--- src/rtl/ggc_pkg.sv ---
// Shared types, codes and pin group table of the grouped GPIO controller.
package ggc_pkg;

   localparam int GROUP_COUNT = 18;
   localparam int PIN_W = 7;
   localparam int GROUP_W = 5;
   localparam int BIT_W = 4;
   localparam int REQ_DATA_W = 16;
   localparam int RSP_DATA_W = 16;

   localparam logic [2:0] OP_SET_INPUT = 3'd0;
   localparam logic [2:0] OP_SET_OUTPUT = 3'd1;
   localparam logic [2:0] OP_SET_LEVEL = 3'd2;
   localparam logic [2:0] OP_READ_LEVEL = 3'd3;
   localparam logic [2:0] OP_READ_DIR = 3'd4;
   localparam logic [2:0] OP_CLAIM = 3'd5;
   localparam logic [2:0] OP_RELEASE = 3'd6;

   localparam logic [1:0] ST_OK = 2'd0;
   localparam logic [1:0] ST_INVALID = 2'd1;
   localparam logic [1:0] ST_BUSY = 2'd2;
   localparam logic [1:0] ST_NOT_CLAIMED = 2'd3;

   localparam logic [GROUP_W-1:0] GRP_LATCH_A = 5'd10;
   localparam logic [GROUP_W-1:0] GRP_LATCH_B = 5'd13;
   localparam logic [GROUP_W-1:0] GRP_LATCH_C = 5'd14;

   localparam logic [PIN_W-1:0] GRP_LO [GROUP_COUNT] = '{
      7'd0, 7'd16, 7'd20, 7'd22, 7'd26, 7'd30, 7'd32, 7'd40, 7'd48,
      7'd61, 7'd65, 7'd69, 7'd74, 7'd78, 7'd80, 7'd82, 7'd85, 7'd87
   };
   localparam logic [PIN_W-1:0] GRP_HI [GROUP_COUNT] = '{
      7'd15, 7'd19, 7'd21, 7'd25, 7'd29, 7'd31, 7'd39, 7'd47, 7'd60,
      7'd64, 7'd68, 7'd73, 7'd77, 7'd79, 7'd81, 7'd84, 7'd86, 7'd88
   };

   typedef struct packed {
      logic [2:0] req_type;
      logic [PIN_W-1:0] pin;
      logic level;
      logic pad_level;
   } req_type_type;

   typedef struct packed {
      logic hit;
      logic [GROUP_W-1:0] group_index;
      logic [BIT_W-1:0] bit_in_group;
   } pin_decode_type;

   typedef struct packed {
      logic read_level;
      logic is_output;
      logic [GROUP_W-1:0] group_index;
      logic [BIT_W-1:0] bit_in_group;
      logic [1:0] status;
   } rsp_item_type;

endpackage

--- src/rtl/grouped_gpio_controller_top.sv ---
// A request is registered in the execute stage and its response in the output register.
// Throughput: one request per cycle unless rsp_tready stalls the output register; the
// per-pin state is read, updated and written in the single execute stage, so back-to-back
// requests on one pin see each other's effects. Reset (synchronous, active high) clears
// all directions to input, all latches and all claims, and empties both pipeline
// registers.
module grouped_gpio_controller_top #(
   parameter int NUM_PINS = 89
) (
   input  logic                               clock,
   input  logic                               reset,
   input  logic                               req_tvalid,
   output logic                               req_tready,
   // req_type[2:0], pin[9:3], level[10], pad_level[11], zero[15:12]
   input  logic [ggc_pkg::REQ_DATA_W-1:0]     req_tdata,
   output logic                               rsp_tvalid,
   input  logic                               rsp_tready,
   // read_level[0], is_output[1], group_index[6:2], bit_in_group[10:7],
   // status[12:11], zero[15:13]
   output logic [ggc_pkg::RSP_DATA_W-1:0]     rsp_tdata
);
   import ggc_pkg::*;

   localparam int IDX_W = (NUM_PINS > 1) ? $clog2(NUM_PINS) : 1;

   logic s1_valid_ff, s1_valid_in;
   req_type_type s1_req_ff;
   logic out_valid_ff, out_valid_in;
   rsp_item_type out_item_ff, out_item_in;
   logic [NUM_PINS-1:0] dir_ff, dir_in;
   logic [NUM_PINS-1:0] latch_ff, latch_in;
   logic [NUM_PINS-1:0] claim_ff, claim_in;

   logic out_free;
   logic advance;
   logic pin_ok;
   logic [IDX_W-1:0] idx;
   logic cur_dir, cur_latch, cur_claim;
   logic latch_group;
   pin_decode_type decode;

   ggc_pin_decode u_decode (
      .pin    (s1_req_ff.pin),
      .decode (decode)
   );

   assign out_free = !out_valid_ff || rsp_tready;
   assign advance = s1_valid_ff && out_free;
   assign req_tready = !s1_valid_ff || out_free;

   assign pin_ok = decode.hit && ({1'b0, s1_req_ff.pin} < 8'(NUM_PINS));
   assign idx = IDX_W'(s1_req_ff.pin);
   assign cur_dir = dir_ff[idx];
   assign cur_latch = latch_ff[idx];
   assign cur_claim = claim_ff[idx];
   assign latch_group = (decode.group_index == GRP_LATCH_A) ||
                        (decode.group_index == GRP_LATCH_B) ||
                        (decode.group_index == GRP_LATCH_C);

   always_comb begin
      dir_in = dir_ff;
      latch_in = latch_ff;
      claim_in = claim_ff;
      out_item_in.read_level = 1'b0;
      out_item_in.is_output = cur_dir;
      out_item_in.group_index = decode.group_index;
      out_item_in.bit_in_group = decode.bit_in_group;
      out_item_in.status = ST_OK;
      if (!pin_ok) begin
         out_item_in = '0;
         out_item_in.status = ST_INVALID;
      end else begin
         case (s1_req_ff.req_type)
            OP_SET_INPUT: begin
               dir_in[idx] = 1'b0;
               out_item_in.is_output = 1'b0;
            end
            OP_SET_OUTPUT: begin
               dir_in[idx] = 1'b1;
               latch_in[idx] = s1_req_ff.level;
               out_item_in.is_output = 1'b1;
            end
            OP_SET_LEVEL: begin
               latch_in[idx] = s1_req_ff.level;
            end
            OP_READ_LEVEL: begin
               out_item_in.read_level = (latch_group && cur_dir) ? cur_latch
                                                                 : s1_req_ff.pad_level;
            end
            OP_CLAIM: begin
               if (cur_claim) begin
                  out_item_in.status = ST_BUSY;
               end else begin
                  claim_in[idx] = 1'b1;
               end
            end
            OP_RELEASE: begin
               if (cur_claim) begin
                  claim_in[idx] = 1'b0;
               end else begin
                  out_item_in.status = ST_NOT_CLAIMED;
               end
            end
            default: begin
            end
         endcase
      end
   end

   always_comb begin
      s1_valid_in = s1_valid_ff;
      if (req_tready) begin
         s1_valid_in = req_tvalid;
      end
      out_valid_in = out_valid_ff;
      if (out_free) begin
         out_valid_in = s1_valid_ff;
      end
   end

   always_ff @(posedge clock) begin
      if (reset) begin
         s1_valid_ff <= 1'b0;
         out_valid_ff <= 1'b0;
         dir_ff <= '0;
         latch_ff <= '0;
         claim_ff <= '0;
      end else begin
         s1_valid_ff <= s1_valid_in;
         out_valid_ff <= out_valid_in;
         if (advance) begin
            dir_ff <= dir_in;
            latch_ff <= latch_in;
            claim_ff <= claim_in;
         end
      end
   end

   always_ff @(posedge clock) begin
      if (req_tvalid && req_tready) begin
         s1_req_ff.req_type <= req_tdata[2:0];
         s1_req_ff.pin <= req_tdata[9:3];
         s1_req_ff.level <= req_tdata[10];
         s1_req_ff.pad_level <= req_tdata[11];
      end
      if (advance) begin
         out_item_ff <= out_item_in;
      end
   end

   assign rsp_tvalid = out_valid_ff;
   assign rsp_tdata = {3'b000, out_item_ff.status, out_item_ff.bit_in_group,
                       out_item_ff.group_index, out_item_ff.is_output,
                       out_item_ff.read_level};

`ifndef NO_ASSERTIONS
   a_invalid_clean: assert property (@(posedge clock) disable iff (reset)
      (rsp_tvalid && rsp_tdata[12:11] == ST_INVALID) |-> (rsp_tdata[10:0] == '0))
      else $error("invalid pin response carries nonzero fields");

   a_group_range: assert property (@(posedge clock) disable iff (reset)
      rsp_tvalid |-> (rsp_tdata[6:2] < 5'(GROUP_COUNT)))
      else $error("group index out of range");

   a_ready_when_empty: assert property (@(posedge clock) disable iff (reset)
      !rsp_tvalid |-> req_tready)
      else $error("request stalled with empty output register");
`endif

endmodule

--- src/rtl/ggc_pin_decode.sv ---
// Pin to group and bit position decoder built from parallel range compares.
module ggc_pin_decode (
   input  logic [ggc_pkg::PIN_W-1:0] pin,
   output ggc_pkg::pin_decode_type   decode
);
   import ggc_pkg::*;

   logic [GROUP_COUNT-1:0] in_range;
   logic [PIN_W-1:0] base;

   always_comb begin
      for (int g = 0; g < GROUP_COUNT; g++) begin
         in_range[g] = (pin >= GRP_LO[g]) && (pin <= GRP_HI[g]);
      end
   end

   always_comb begin
      decode.hit = 1'b0;
      decode.group_index = '0;
      base = '0;
      for (int g = GROUP_COUNT - 1; g >= 0; g--) begin
         if (in_range[g]) begin
            decode.hit = 1'b1;
            decode.group_index = GROUP_W'(g);
            base = GRP_LO[g];
         end
      end
      decode.bit_in_group = BIT_W'(pin - base);
   end

endmodule
--- config.mk ---
export PLATFORM = sky130hd
export DESIGN_NAME = grouped_gpio_controller_top
export DESIGN_NICKNAME = d
export VERILOG_FILES = /design/src/rtl/ggc_pkg.sv /design/src/rtl/grouped_gpio_controller_top.sv /design/src/rtl/ggc_pin_decode.sv
export SDC_FILE = /design/constraint.sdc
export NUM_CORES = 1
export LEC_CHECK = 0
export BUFFER_PORTS_ARGS = -buffer_cell sky130_fd_sc_hd__buf_2
export CAP_MARGIN = 10
export CORE_ASPECT_RATIO = 0.5
export CORE_UTILIZATION = 30
export DETAILED_ROUTE_END_ITERATION = 8
export PLACE_DENSITY = 0.41
export SYNTH_ARGS = -nofsm -noshare
export SYNTH_HDL_FRONTEND = slang
export SYNTH_HIERARCHICAL = 1
export SYNTH_SLANG_ARGS = --single-unit
--- constraint.sdc ---
create_clock -name clock -period 3.95 [get_ports clock]
set_clock_uncertainty 0.05 [all_clocks]
set_input_delay 0.1975 -clock clock [delete_from_list [all_inputs] [get_ports clock]]
set_output_delay 0.1975 -clock clock [all_outputs]
set_load 0.02 [all_outputs]
==> metrics.csv <==
stage;metric;value;unit
sta;Max Fclk;0.277;GHz
critical_path;Required @ worst endpoint;4.15;ns
critical_path;Crit Path Max Fanout;10;
layout;final core utilization;0.360;
critical_path;slowest CP cell;a2111oi_0;
grt;initial antenna violation count;1;
critical_path;worst path arrival time;3.81;ns
sta;Fin Hold WS;0.312;ns
logic_synthesis;Async S/R FF share, synth;0;
cts;CTS clk-pin slew, worst paths;0.06;ns
critical_path;most frequent cell on the critical path;buf_4;
drt;DR WL/cell;26.5;um
logic_synthesis;sequential fraction of the synthesis area;0.394;
critical_path;critical path class;reg -> reg;
place;IO Port Bufs;30;
cts;Sink Count;294;
sta;max-slew violation count;0;
drt;drt pass-1 iters;5;
sta;final critical-path share of the clock period;0.914;
floorplanning;Core Region;50700;sq um
cts;Longest Clk Path Bufs;3;
pwr;maximum vdd ir drop;0.224;mV
critical_path;Largest delay share family, worst path;compound AO/OA/AOI/OAI gates;
sta;Setup TNS Final;0;ns
pwr;PnR Total Power;6.94;mW
pwr;Leakage;5.72;nW
drt;Post-Route WL;70800;um
sta;Slew HR;0.309;
floorplanning;chip width;324;um
sta;Worst-Margin Slew;1.01;ns
critical_path;CP Launch Type;flip-flop;
floorplanning;DIE HEIGHT;163;um
grt;largest net degree at the start of global routing;110;
flow_run;Max-Cap Viols;0;
layout;Final nets;1983;
sta;Final Hold Viols;0;
logic_synthesis;synth warn;6;
drt;antenna-violating nets left;0;
cts;total CTS buffers;34;
logic_synthesis;Top FF cell, synth;dfxtp_1;
grt;first-pass GRT wire length;105000;um
layout;layout cells sized above 1;0.141;
logic_synthesis;cell area after synthesis;15600;sq um
floorplanning;Die Footprint;52800;sq um
grt;gr ovfl total;0;
critical_path;Buf/Inv on CP;3;
sta;final worst slack;0.341;ns
status;outcome;finished clean;
drt;Vias per Instance;5.97;
logic_synthesis;Post-synth EDFFs;25;
place;HPWL after DPL;45500;um
grt;Total GRT Usage;0.266;
drt;DR iter-0 viols;1687;
min_path;Hold Crit Class;in -> reg;
sta;crit path time final;3.61;ns
cts;htree depth;2;
logic_synthesis;Mean Syn Cell Area;7.99;sq um
layout;fillers;5311;
place;gpl congestion;0.887;
layout;Reg area;6140;sq um
critical_path;CP Capture Type;flip-flop;
logic_synthesis;Mapped Cells;1948;
critical_path;slowest stage delay, CP;0.86;ns
logic_synthesis;Synth cell types;88;
logic_synthesis;flops & latches, synth;294;
sta;RSZ-0062 raised after global routing;false;
layout;area occupied by multi-input gates;8310;sq um
drt;vias after detailed routing;16000;
floorplanning;I/O pin cnt;38;
critical_path;critical-path cell list;buf_4 > nor3b_2 > buf_12 > a22oi_1 > a41oi_1 > buf_4 > a2111oi_0 > a31o_1 > mux2i_1;
place;pre-CTS setup slack;0.452;ns
layout;Area Overhead vs Synth;17.2;%
cts;clock latency on the worst-skew pair;0.55;ns
cts;Root Buffer;clkbuf_16;
drt;DR DRC count;0;
pwr;Pwr Density;381;nW/um^2
floorplanning;std cell rows;58;
sta;Setup violations, final;0;
grt;vias in the first global route;15000;
cts;post-cts resize count;0;
floorplanning;Initial Utilization;0.307;
cts;CTS tree;yes;
==> layout by cell type (no fill, tap or decap), types with 7 or more instances in the layout <==
cell,count
a221oi_1,17
nand2b_1,14
nand3_1,144
and3_1,13
a22o_1,10
nor2b_1,15
clkbuf_8,7
a31oi_1,32
o22ai_1,66
a21oi_1,211
a41oi_1,63
buf_2,29
a211oi_1,8
clkbuf_1,14
mux4_2,25
dfxtp_1,269
nand4_1,42
nor2_1,141
buf_4,110
mux2i_1,14
nor3_1,34
nand2_1,161
o21ai_1,33
buf_12,23
o21ai_0,185
inv_1,67
nand3b_1,8
dlygate4sd3_1,15
edfxtp_1,25
clkbuf_16,35
mux2_2,14
a22oi_1,29
==> cells by family (layout without fill, tap and decap cells) <==
logic type | Yosys count | after routing | synth area share
AO/OA/AOI/OAI | 702 | 702 | 0.276
AND/OR/NAND/NOR | 615 | 615 | 0.190
flip-flops | 294 | 294 | 0.394
buffers and inverters | 275 | 307 | 0.0779
multiplexers | 55 | 55 | 0.0568
adder cells (fa/ha/maj) | 4 | 4 | 0.00370
XOR/XNOR | 2 | 2 | 0.00113
other | 1 | 5 | 0.000241
==> synthesized netlist by cell type (25+ instances only) <==
cell type | n | share of area
dfxtp_1 | 269 | 0.35
a21oi_1 | 211 | 0.068
o21ai_0 | 185 | 0.060
nand2_1 | 161 | 0.039
nand3_1 | 145 | 0.047
nor2_1 | 142 | 0.034
clkbuf_1 | 134 | 0.032
inv_1 | 67 | 0.016
o22ai_1 | 66 | 0.027
a41oi_1 | 63 | 0.035
buf_2 | 45 | 0.014
nand4_1 | 42 | 0.017
nor3_1 | 36 | 0.012
o21ai_1 | 33 | 0.011
a31oi_1 | 32 | 0.013
a22oi_1 | 29 | 0.014
edfxtp_1 | 25 | 0.048
mux4_2 | 25 | 0.036
==> report_power, final <==
part	switching [mW]	leakage, nW	internal, mW
combinational	0.502	2.80	0.217
sequential	0.0173	2.40	3.03
clock	1.36	0.518	1.82
total	1.88	5.72	5.06
==> worst paths after layout <==
check	start	slack [ns]	depth (start not counted)	end
max	idx[1]	0.34	9	rsp_tdata[0]
min	reset	0.31	2	rsp_tvalid
max reg2reg	idx[1]	0.34	9	rsp_tdata[0]
min reg2reg	flip-flop	0.40	2	flip-flop
==> stage by stage <==
step / std cells / cell area [sq um]
after floorplan: 1950 / 15600
after global placement: 2598 / 17000
after detailed placement: 2598 / 17000
after CTS: 2672 / 18200
after global routing: 2672 / 18200
final: 2674 / 18200
==> what timing repair did <==
| item | 4_1_cts | 5_1_grt |
|---|---|---|
| buffers inserted | 0 | 0 |
| endpoints found under the hold margin | 14 | 0 |
| hold buffers | 15 | 0 |
==> area by class of cell <==
cell class / count / area share
multi-input cells: 1381 / 0.456
inverters: 70 / 0.0145
well taps: 690 / 0.0473
repair buffers: 178 / 0.0875
clock inverters: 4 / 0.00288
diodes: 2 / 0.000274
clock buffers: 55 / 0.0554
flip-flops and latches: 294 / 0.336
==> per-layer routing <==
layer	part of all wire	track usage	vias up
met4	0.022	0.0628	0
li1	-	-	7233
met2	0.42	0.387	639
met5	0	0	-
met1	0.49	0.402	7971
met3	0.074	0.0454	112
Power figures use the tool's default switching activity.
